**src/gspe_pkg.sv**
```systemverilog
// Shared types, constants and tables of the gas sensor ppm estimator.
// Used by the controller, the datapath, the divider and the top level; no dependencies.
package gspe_pkg;

  localparam int WARMUP_SAMPLES = 10;
  localparam int SAMPLE_MAX     = 4095;

  localparam int V_GATE   = 64 * SAMPLE_MAX;
  localparam int RS_K     = 12800 * SAMPLE_MAX;
  localparam int R0_RESET = 2560;
  localparam int R0_MIN   = 26;
  localparam int R0_MAX   = 25600;
  localparam int RATIO_MIN = 656;
  localparam int PPM_MAX  = 160000;
  localparam int E_BIAS   = -158925 + 4 * 65536;
  localparam int E_TOP    = 18 * 65536;
  localparam int DIV_W    = 64;

  typedef enum logic [4:0] {
    OP_NONE, OP_LATCH, OP_FDIV, OP_FSET, OP_RDIV, OP_RSET, OP_CDIV, OP_CSET,
    OP_LINIT, OP_NORM, OP_SQM, OP_SQU, OP_LDIV, OP_ESET, OP_EMUL, OP_EUPD,
    OP_ESKIP, OP_PZERO, OP_PMAX, OP_PFIN, OP_OUT, OP_FAVG, OP_LSCL
  } dp_op_t;

  typedef enum logic [4:0] {
    ST_IDLE, ST_DISP, ST_FWAIT, ST_GATE, ST_RWAIT, ST_CWAIT, ST_LOG, ST_NORM,
    ST_SQM, ST_SQU, ST_LDIV, ST_LWAIT, ST_ECHK, ST_EMUL, ST_EUPD, ST_FIN, ST_OUT,
    ST_ESET
  } ctrl_state_t;

  typedef struct packed {
    logic smp_cmd;
    logic warmup;
    logic vok;
    logic r0ok;
    logic div_done;
    logic ratio_small;
    logic norm_done;
    logic k_zero;
    logic k_full;
    logic e_neg;
    logic e_big;
    logic ebit;
    logic out_free;
  } dp_status_t;

  // 2^(2^-(k+1)) in Q2.30.
  function automatic logic [31:0] pow2_frac(input logic [3:0] k);
    logic [31:0] v;
    case (k)
      4'd0:    v = 32'd1518500250;
      4'd1:    v = 32'd1276901417;
      4'd2:    v = 32'd1170923762;
      4'd3:    v = 32'd1121280436;
      4'd4:    v = 32'd1097253708;
      4'd5:    v = 32'd1085434106;
      4'd6:    v = 32'd1079572138;
      4'd7:    v = 32'd1076653033;
      4'd8:    v = 32'd1075196444;
      4'd9:    v = 32'd1074468887;
      4'd10:   v = 32'd1074105294;
      4'd11:   v = 32'd1073923544;
      4'd12:   v = 32'd1073832680;
      4'd13:   v = 32'd1073787250;
      4'd14:   v = 32'd1073764537;
      4'd15:   v = 32'd1073753181;
      default: v = 32'd1073741824;
    endcase
    return v;
  endfunction

endpackage

```
**src/gspe_ctrl.sv**
```systemverilog
// Controller state machine sequencing the datapath operations for one item.
// Depends on gspe_pkg for the state, operation and status types.
module gspe_ctrl import gspe_pkg::*; (
  input  logic       clk,
  input  logic       rst,
  input  logic       in_valid,
  output logic       in_ready,
  input  dp_status_t status,
  output dp_op_t     op
);

  ctrl_state_t state, state_next;

  always_ff @(posedge clk) begin
    if (rst) state <= ST_IDLE;
    else     state <= state_next;
  end

  always_comb begin
    state_next = state;
    case (state)
      ST_IDLE:  if (in_valid) state_next = ST_DISP;
      ST_DISP: begin
        if (!status.smp_cmd) state_next = status.warmup ? ST_FWAIT : ST_GATE;
        else if (status.vok) state_next = ST_CWAIT;
        else                 state_next = ST_LOG;
      end
      ST_FWAIT: if (status.div_done) state_next = ST_GATE;
      ST_GATE:  state_next = (status.vok && status.r0ok) ? ST_RWAIT : ST_LOG;
      ST_RWAIT: if (status.div_done) state_next = ST_LOG;
      ST_CWAIT: if (status.div_done) state_next = ST_LOG;
      ST_LOG:   state_next = status.ratio_small ? ST_OUT : ST_NORM;
      ST_NORM:  if (status.norm_done) state_next = ST_SQM;
      ST_SQM:   state_next = ST_SQU;
      ST_SQU:   state_next = status.k_zero ? ST_LDIV : ST_SQM;
      ST_LDIV:  state_next = ST_LWAIT;
      ST_LWAIT: state_next = ST_ESET;
      ST_ESET:  state_next = ST_ECHK;
      ST_ECHK:  state_next = (status.e_neg || status.e_big) ? ST_OUT : ST_EMUL;
      ST_EMUL: begin
        if (status.ebit)        state_next = ST_EUPD;
        else if (status.k_full) state_next = ST_FIN;
      end
      ST_EUPD:  state_next = status.k_full ? ST_FIN : ST_EMUL;
      ST_FIN:   state_next = ST_OUT;
      ST_OUT:   if (status.out_free) state_next = ST_IDLE;
      default:  state_next = ST_IDLE;
    endcase
  end

  always_comb begin
    op       = OP_NONE;
    in_ready = 1'b0;
    case (state)
      ST_IDLE: begin
        in_ready = 1'b1;
        if (in_valid) op = OP_LATCH;
      end
      ST_DISP: begin
        if (!status.smp_cmd) op = status.warmup ? OP_FDIV : OP_FAVG;
        else if (status.vok) op = OP_CDIV;
      end
      ST_FWAIT: if (status.div_done) op = OP_FSET;
      ST_GATE:  if (status.vok && status.r0ok) op = OP_RDIV;
      ST_RWAIT: if (status.div_done) op = OP_RSET;
      ST_CWAIT: if (status.div_done) op = OP_CSET;
      ST_LOG:   op = status.ratio_small ? OP_PZERO : OP_LINIT;
      ST_NORM:  if (!status.norm_done) op = OP_NORM;
      ST_SQM:   op = OP_SQM;
      ST_SQU:   op = OP_SQU;
      ST_LDIV:  op = OP_LDIV;
      ST_LWAIT: op = OP_LSCL;
      ST_ESET:  op = OP_ESET;
      ST_ECHK: begin
        if (status.e_neg)      op = OP_PZERO;
        else if (status.e_big) op = OP_PMAX;
      end
      ST_EMUL:  op = status.ebit ? OP_EMUL : OP_ESKIP;
      ST_EUPD:  op = OP_EUPD;
      ST_FIN:   op = OP_PFIN;
      ST_OUT:   if (status.out_free) op = OP_OUT;
      default:  op = OP_NONE;
    endcase
  end

endmodule
```
**config.mk**
```make
export PLATFORM = sky130hd
export DESIGN_NAME = gspe_ctrl
export DESIGN_NICKNAME = d
export VERILOG_FILES = /design/src/gspe_pkg.sv /design/src/gspe_ctrl.sv
export SDC_FILE = /design/constraint.sdc
export NUM_CORES = 1
export LEC_CHECK = 0
export ABC_AREA = 0
export BUFFER_PORTS_ARGS = -buffer_cell sky130_fd_sc_hd__buf_2
export CAP_MARGIN = 20
export CORE_MARGIN = 2
export CORE_UTILIZATION = 35
export CTS_CLUSTER_SIZE = 24
export DETAILED_ROUTE_END_ITERATION = 6
export GPL_ROUTABILITY_DRIVEN = 1
export GPL_TIMING_DRIVEN = 1
export SLEW_MARGIN = 20
export SYNTH_ARGS = -nofsm -noshare
export SYNTH_HDL_FRONTEND = slang
export SYNTH_SLANG_ARGS = --single-unit
```
**constraint.sdc**
```tcl
create_clock -name clk -period 2.7 [get_ports clk]
set_clock_uncertainty 0.2 [all_clocks]
set_input_delay 0.54 -clock clk [delete_from_list [all_inputs] [get_ports clk]]
set_output_delay 0.54 -clock clk [all_outputs]
set_load 0.01 [all_outputs]
```
==> results of run 1 <==
==> metal layers <==
layer  share of wire (%)  wire length (um)  vias to the layer above
li1                    -                 -                      559
met2                  45              1310                       46
met4                 1.4                40                        0
met3                 5.9               172                        6
met1                  48              1400                      527
met5                   0                 0                        -
==> final cells by class <==
cell class | count | area (sq um) | share of cell area (%)
multi-input combinational | 112 | 718 | 65.9
timing repair buffer | 31 | 180 | 16.5
sequential | 5 | 101 | 9.30
tap | 30 | 37.5 | 3.44
clock buffer | 4 | 26.3 | 2.41
inverter | 7 | 26.3 | 2.41
==> path summary, 6_finish.rpt <==
| path | slack (ps) | endpoint | depth (start not counted) | startpoint |
|---|---|---|---|---|
| setup / recovery | 130 | op[0] | 6 | state[2]$_SDFFE_PP0P_ |
| hold / removal | 350 | state[4]$_SDFFE_PP0P_ | 2 | rst |
| setup reg to reg | 580 | state[0]$_SDFFE_PP0P_ | 5 | state[2]$_SDFFE_PP0P_ |
| hold reg to reg | 440 | state[2]$_SDFFE_PP0P_ | 1 | state[2]$_SDFFE_PP0P_ |
==> power breakdown <==
part	internal, W	switching, W
combinational	0.000258	0.000342
clock	0.0000557	0.0000277
sequential	0.0000952	0.0000441
==> per-stage QoR <==
stage	util (%)	setup slack [ps]	total power (W)	hold slack [ps]	instance area, sq um
floorplan	-	477	0.000548	409	907
global placement	42.7	353	0.000729	421	1060
detailed placement	42.7	341	0.000725	435	1060
CTS	43.7	74.1	0.000814	342	1080
global route	44.0	12.7	0.000908	351	1090
finish	44.0	128	0.000823	350	1090
==> cells by family after synthesis <==
| family | after synthesis | synth area share, % |
|---|---|---|
| buf+inv | 20 | 10.3 |
| flops | 5 | 11.0 |
| mux | 3 | 3.45 |
| compound gates | 52 | 37.4 |
| simple gates | 57 | 37.8 |
==> Yosys cell counts (3+ instances only) <==
cell type	number
nor2b_1	6
dfxtp_1	5
nor2_1	11
nand2_1	9
buf_2	3
nor3_1	3
nand2b_1	3
o21ai_0	12
nand3_1	3
a21oi_1	11
a31oi_1	8
inv_1	7
clkbuf_1	6
==> cell usage in the layout (no fill, tap or decap), drive strengths merged, types with 2 or more instances in the layout <==
master   count
mux2i        2
nand3        3
a31oi        8
o32ai        2
nor3b        2
nor2        11
a211oi       2
o211ai       2
clkbuf       4
dfxtp        5
inv          7
nor3         3
and2b        2
nand2b       3
nand4        2
nand2        9
o2bb2ai      2
nand3b       2
nor4         2
or4          2
buf         31
nor2b        6
o21ai       12
and3         2
a21oi       13
==> worst max-delay path, stage by stage, from the launching register on <==
cell,delay (ps)
dfxtp_1,390
or3b_1,440
nor4_1,300
a21oi_1,70
and2_1,180
o211ai_1,70
buf_2,150
==> reports/metrics.yaml, run 1 <==
finish:
  diodes: 0
  final_nets: 176
  top_register: "state"
  fin_cells: 189
  largest_reg_flops: 5
  syn2layout_area_growth_pct: 20.1
  drive_gt1_share_pct: 25.8
  reg.largest.list: "state: 5 flops"
  fillCellCount: 282
synthesis:
  synthTopCellsByArea: "dfxtp_1, o21ai_0, a21oi_1"
  ys_types: 50
  ys.flop_type: "dfxtp_1"
  synth_edf_count: 0
  yosysWarnings: 0
  avgSynthCellArea_sq_um: 6.62
  synthCells: 137
  synth_seq_area_share_pct: 11.0
  yosysTopAreaCell: "dfxtp_1"
  synth_nets: 153
  syn-cell-area_sq_um: 907
  synth_top_area_share_pct: 11.0
  synthArstFlopShare_pct: 0
  ys_seq_elements: 5
global_route:
  antenna_found_initial: 0
  overflow: 0
  grt_pass1_wl_um: 4710
  grt_max_degree: 20
  grt_pass1_vias: 1011
  use_met3_pct: 3.49
  busiest_layer: "met2"
  grt_use_met1_pct: 30.3
  met2_usage_pct: 32.9
  track_usage_pct: 21.5
timing:
  finalHoldViolations: 0
  drv_slew: 0
  tightest_slew_ps: 696
  report.final.setup_viol: 0
  grt_setup_unrepaired: "no"
  min_period_ps: 2570
  finalCritPeriodShare_pct: 95.2
  max_freq_mhz: 389
  relSlewSlack_pct: 52.4
  tns_ps: 0
pwr:
  p_per_area_nw_per_um2: 755
  worst_ir_drop_vdd_mv: 0.359
  power.leakage_nw: 0.450
placed_design:
  dp.cells: 185
  place.gp.congestion: 1.01
  port_buffers: 21
  hpwl_um: 2320
drt:
  drc: 0
  routedWlPerCell_um: 15.4
  via_count: 1138
  routed_via_density: 6.02
  first_iter_violations: 37
  routed_wl_um: 2920
  firstDrtPassIters: 4
  antenna_left: 0
clocking:
  cts_buffer_depth: 2
  root_buffer: "clkbuf_4"
  clk_pin_slew_worst_paths_ps: 40
  cts.sinks: 5
  clkLatencyLatePin_ps: 240
  cts_tree: "done"
  cts_resized: 0
  cts_max_level: 1
  post_cts_buffers: 0
  cts-buffers-inserted: 3
  ctsHoldBuffers: 0
critical_path:
  startpoint_type: "flip-flop"
  crit_arrival_ps: 1830
  critical_path.endpoint_type: "output port"
  critical_path_class: "reg2out"
  worst_ep_required_time_ps: 1960
  crit_fanout: 11
flow_run:
  maxCapViolCount: 0
floorplan:
  start_util_pct: 36.6
  rows: 18
  ios: 22
  die-width_um: 54.9
  coreArea_sq_um: 2480
  die-area_sq_um: 3020
  die_h_um: 54.9
outcome:
  status: "complete, no violations"
worst_hold_path:
  hp-class: "in2reg"
(Power assumes the default switching activity.)
==> inputs of run 2 (changes only) <==
==> constraint.sdc (replaced) <==
create_clock -name clk -period 2.6 [get_ports clk]
set_clock_uncertainty 0.2 [all_clocks]
set_input_delay 0.52 -clock clk [delete_from_list [all_inputs] [get_ports clk]]
set_output_delay 0.52 -clock clk [all_outputs]
set_load 0.01 [all_outputs]
==> run 2 against run 1 <==
  * Clock-buffer cell count stayed put
  * Routed wire length is 0.31% lower
  * Via count is 0.18% higher
  * Critical path depth stayed put
  * Sequential power is 16% higher
  * Register-to-register slack worse by 50 ps
  * Global-route usage is 0.88 points lower
  * Power is 8.1% higher
  * Clock power is 3.8% higher
  * First-iteration DRC count is 24% higher
  * Critical path type unchanged
==> reports/metrics.yaml, run 2 (synthesized netlist as in run 1, its figures left out) <==
outcome:
  status: "complete, no violations"
finish:
  diodes: 0
  mostFrequentLayoutCell: "buf_2"
  final_nets: 179
  largest_reg_flops: 5
  top_register: "state"
  final_cell_mix: "buf_2, buf_4, o21ai_0"
  syn2layout_area_growth_pct: 23.4
  reg.largest.list: "state: 5 flops"
  drive_gt1_share_pct: 29.6
drt:
  antenna_left: 0
  drc: 0
  routedWlPerCell_um: 15.1
  first_iter_violations: 46
  via_count: 1140
  firstDrtPassIters: 4
  routed_wl_um: 2910
  routed_via_density: 5.94
timing:
  finalCritPeriodShare_pct: 95.5
  whs_ps: 327
  drv_slew: 0
  tightest_slew_ps: 537
  fin_ws_ps: 117
  finalHoldViolations: 0
  grt_setup_unrepaired: "no"
  report.final.setup_viol: 0
  tns_ps: 0
  relSlewSlack_pct: 63.2
  min_period_ps: 2480
  max_freq_mhz: 403
global_route:
  grt_use_met1_pct: 27.9
  track_usage_pct: 20.6
  antenna_found_initial: 0
  met2_usage_pct: 34.1
  busiest_layer: "met2"
  overflow: 0
  use_met3_pct: 4.57
  grt_max_degree: 17
  grt_pass1_vias: 1041
  grt_pass1_wl_um: 4600
worst_hold_path:
  hp-class: "in2reg"
  hp-start: "rst"
  min_path_cells: 2
  hold_end: "state[4]$_SDFFE_PP0P_"
pwr:
  power.leakage_nw: 0.464
  worst_ir_drop_vdd_mv: 0.611
  pwr-share-clk_pct: 9.7
  p_sw_share_pct: 49.5
  total_power_w: 0.000890
  power_frac_comb_pct: 72.1
  power.net_switching_w: 0.000441
  p_int_w: 0.000449
  p_per_area_nw_per_um2: 794
  pwr-share-seq_pct: 18.1
clocking:
  cts_buffer_depth: 2
  clk_pin_slew_worst_paths_ps: 40
  clkLatencyLatePin_ps: 240
  cts_tree: "done"
  ctsHoldBuffers: 0
  post_cts_buffers: 0
  cts.sinks: 5
  cts_max_level: 1
  cts_resized: 1
  root_buffer: "clkbuf_4"
  cts-buffers-inserted: 3
critical_path:
  crit_arrival_ps: 1760
  startpoint_type: "flip-flop"
  crit_slowest_cell: "dfxtp_2"
  timing.critical_path.buf_inv: 1
  crit_fanout: 15
  r2r_cells: 5
  critical_path.endpoint_type: "output port"
  cp_top_family: "simple AND/OR/NAND/NOR gates"
  cpPeakStageDelay_ps: 400
  regToRegSetupSlack_ps: 530
  path_cells: "or2_1 > nor4_2 > a21oi_1 > and2_1 > o211ai_1 > buf_2"
  worst_ep_required_time_ps: 1880
  r2r-start: "state[3]$_SDFFE_PP0P_"
  r2r-end: "state[1]$_SDFFE_PP0P_"
  critical_path_class: "reg2out"
  worst-path-stages: 6
floorplan:
  die_h_um: 54.9
  coreArea_sq_um: 2480
  ios: 22
  die-area_sq_um: 3020
  start_util_pct: 36.6
  rows: 18
  die-width_um: 54.9
placed_design:
  hpwl_um: 2280
  place.gp.congestion: 1.01
  dp_slack_ps: 214
  port_buffers: 21
flow_run:
  maxCapViolCount: 0
==> run 2: layer usage <==
| metal | vias to the layer above | wire, um |
|---|---|---|
| met5 | - | 0 |
| met4 | 0 | 14 |
| met3 | 2 | 240 |
| met2 | 60 | 1380 |
| met1 | 515 | 1280 |
| li1 | 563 | - |
==> run 2: how the worst max path moves through the flow <==
| stage | slack (ps) | startpoint | to |
|---|---|---|---|
| after floorplan | 400 | state[0]$_SDFFE_PP0P_ | op[1] |
| after global placement | 220 | state[1]$_SDFFE_PP0P_ | op[0] |
| after detailed placement | 210 | state[1]$_SDFFE_PP0P_ | op[0] |
| after CTS | 10 | state[1]$_SDFFE_PP0P_ | op[2] |
| after global routing | 3 | state[1]$_SDFFE_PP0P_ | op[1] |
| final | 120 | state[1]$_SDFFE_PP0P_ | op[0] |
==> run 2: power groups by stage <==
stage          sequential (W)  combinational (W)  clock (W)
3_3_place_gp         0.000155           0.000627          0
4_1_cts              0.000153           0.000632  0.0000921
6_report             0.000161           0.000642  0.0000866
5_1_grt              0.000167           0.000705  0.0000977
2_1_floorplan        0.000107           0.000461          0
3_5_place_dp         0.000154           0.000628          0
==> run 2: worst reg2reg max path: stages, from the launching register on <==
cell and delay, ps:
dfxtp_2 350, buf_4 200, or4b_1 540, a21oi_2 210, nand4_4 140, o32ai_1 320
==> run 2: cell type report <==
type                       instances  area, sq um
inverter                           7         26.3
clock buffer                       4         26.3
timing repair buffer              34          203
sequential                         5          105
multi-input combinational        112          722
fill                             256         1360
tap                               30         37.5
==> run 2: metrics by stage <==
step	utilization, %	cell area (sq um)	instances
after floorplan	-	907	137
after global placement	43.6	1080	188
after CTS	44.9	1110	192
after global routing	45.2	1120	192
final	45.2	1120	192
after detailed placement	43.6	1080	188
==> inputs of run 3 (changes only) <==
--- a/config.mk
+++ b/config.mk
@@ -5,7 +5,6 @@
 export SDC_FILE = /design/constraint.sdc
 export NUM_CORES = 1
 export LEC_CHECK = 0
-export ABC_AREA = 0
 export BUFFER_PORTS_ARGS = -buffer_cell sky130_fd_sc_hd__buf_2
 export CAP_MARGIN = 20
 export CORE_MARGIN = 2
@@ -14,7 +13,8 @@
 export DETAILED_ROUTE_END_ITERATION = 6
 export GPL_ROUTABILITY_DRIVEN = 1
 export GPL_TIMING_DRIVEN = 1
-export SLEW_MARGIN = 20
+export RECOVER_POWER = 50
+export SLEW_MARGIN = 10
 export SYNTH_ARGS = -nofsm -noshare
 export SYNTH_HDL_FRONTEND = slang
 export SYNTH_SLANG_ARGS = --single-unit
==> run 3 against run 2 <==
  * Worst hold slack worse by 9.1 ps
  * Cell count unchanged
  * Sequential share of layout area about the same
  * First-iteration DRC count unchanged
  * Routed wire length down 0.93%
  * Die area unchanged
  * Setup slack better by 7.5 ps
  * Sequential cell count unchanged
  * Clock power about the same
  * Register-to-register slack worse by 60 ps
  * Core utilization down 0.15 points
  * Critical endpoint unchanged
==> reports/metrics.yaml, run 3 (synthesized netlist as in run 1, its figures left out) <==
finish:
  syn2layout_area_growth_pct: 23.0
  fin_util_pct: 45.1
  fillCellCount: 256
  largest_reg_flops: 5
  top_register: "state"
  final_area_sq_um: 1120
  final_nets: 179
  reg.largest.list: "state: 5 flops"
  drive_gt1_share_pct: 29.0
  diodes: 0
  mostFrequentLayoutCell: "buf_2"
  final_cell_mix: "buf_2, buf_4, a21oi_1, o21ai_0, nor2_1"
timing:
  tns_ps: 0
  report.final.setup_viol: 0
  max_freq_mhz: 404
  finalCritPeriodShare_pct: 95.2
  min_period_ps: 2480
  drv_slew: 0
  finalHoldViolations: 0
  grt_setup_unrepaired: "no"
  tightest_slew_ps: 567
  relSlewSlack_pct: 61.2
global_route:
  grt_pass1_vias: 1041
  grt_pass1_wl_um: 4600
  grt_max_degree: 17
  overflow: 0
  track_usage_pct: 20.6
  antenna_found_initial: 0
clocking:
  cts_tree: "done"
  clkLatencyLatePin_ps: 240
  root_buffer: "clkbuf_4"
  cts-buffers-inserted: 3
  cts_max_level: 1
  ctsHoldBuffers: 0
  cts_buffer_depth: 2
  cts.sinks: 5
  clk_pin_slew_worst_paths_ps: 40
pwr:
  worst_ir_drop_vdd_mv: 0.608
  total_power_w: 0.000888
  p_per_area_nw_per_um2: 796
  power.leakage_nw: 0.464
drt:
  antenna_left: 0
  via_count: 1146
  firstDrtPassIters: 4
  drc: 0
  routedWlPerCell_um: 15.0
  routed_wl_um: 2880
  routed_via_density: 5.97
  first_iter_violations: 46
floorplan:
  die-area_sq_um: 3020
  die_h_um: 54.9
  rows: 18
  coreArea_sq_um: 2480
  start_util_pct: 36.6
  ios: 22
  die-width_um: 54.9
flow_run:
  maxCapViolCount: 0
critical_path:
  critical_path_class: "reg2out"
  regToRegSetupSlack_ps: 470
  worst_ep_required_time_ps: 1880
  crit_fanout: 15
  critical_path.endpoint_type: "output port"
  crit_arrival_ps: 1760
  startpoint_type: "flip-flop"
  cp-startpoint: "state[1]$_SDFFE_PP0P_"
  r2r-start: "state[3]$_SDFFE_PP0P_"
worst_hold_path:
  hp-start: "rst"
  hp-class: "in2reg"
placed_design:
  place.gp.congestion: 1.01
  port_buffers: 21
  post_dp_cell_area_sq_um: 1080
  hpwl_um: 2280
outcome:
  status: "complete, no violations"
[run 3: worst max-delay path, cell delays in order, from the launching register on]
cell and delay, ps:
dfxtp_2 400, or2_1 360, nor4_2 300, a21oi_1 60, and2_1 170, o211ai_1 80, buf_2 160
[run 3: per-layer routing]
metal	wire length, um	GRT usage (%)
met5	0	0
met4	29	2.85
met3	255	4.57
met2	1350	34.1
met1	1250	27.9
[run 3: timing repair]
action,4_1_cts,5_1_grt
buffers inserted,0,0
setup endpoints to repair,2,5
gates resized for setup,1,5
[run 3: through the flow]
stage | instances | hold slack [ps] | setup slack, ps
finish | 192 | 318 | 124
global route | 192 | 331 | 3.11
CTS | 192 | 316 | 10.6
detailed placement | 188 | 463 | 214
global placement | 188 | 475 | 224
floorplan | 137 | 389 | 397
[run 3: where the power goes]
part	internal [W]	leakage, nW	switching (W)
combinational	0.000289	0.406	0.000352
clock	0.0000578	0.0150	0.0000288
sequential	0.000102	0.0424	0.0000588
total	0.000449	0.464	0.000439
[run 3: final timing paths]
check                                to  cells past startpoint
hold reg to reg   state[2]$_SDFFE_PP0P_                      1
setup / recovery                  op[0]                      6
hold / removal    state[4]$_SDFFE_PP0P_                      2
setup reg to reg  state[1]$_SDFFE_PP0P_                      5
[run 3: cell type report]
cell class                 instances  area [sq um]  share of cell area [%]
tap                               30          37.5                    3.36
inverter                           7          26.3                    2.35
timing repair buffer              34           203                    18.2
multi-input combinational        112           718                    64.3
clock buffer                       4          26.3                    2.35
sequential                         5           105                    9.42
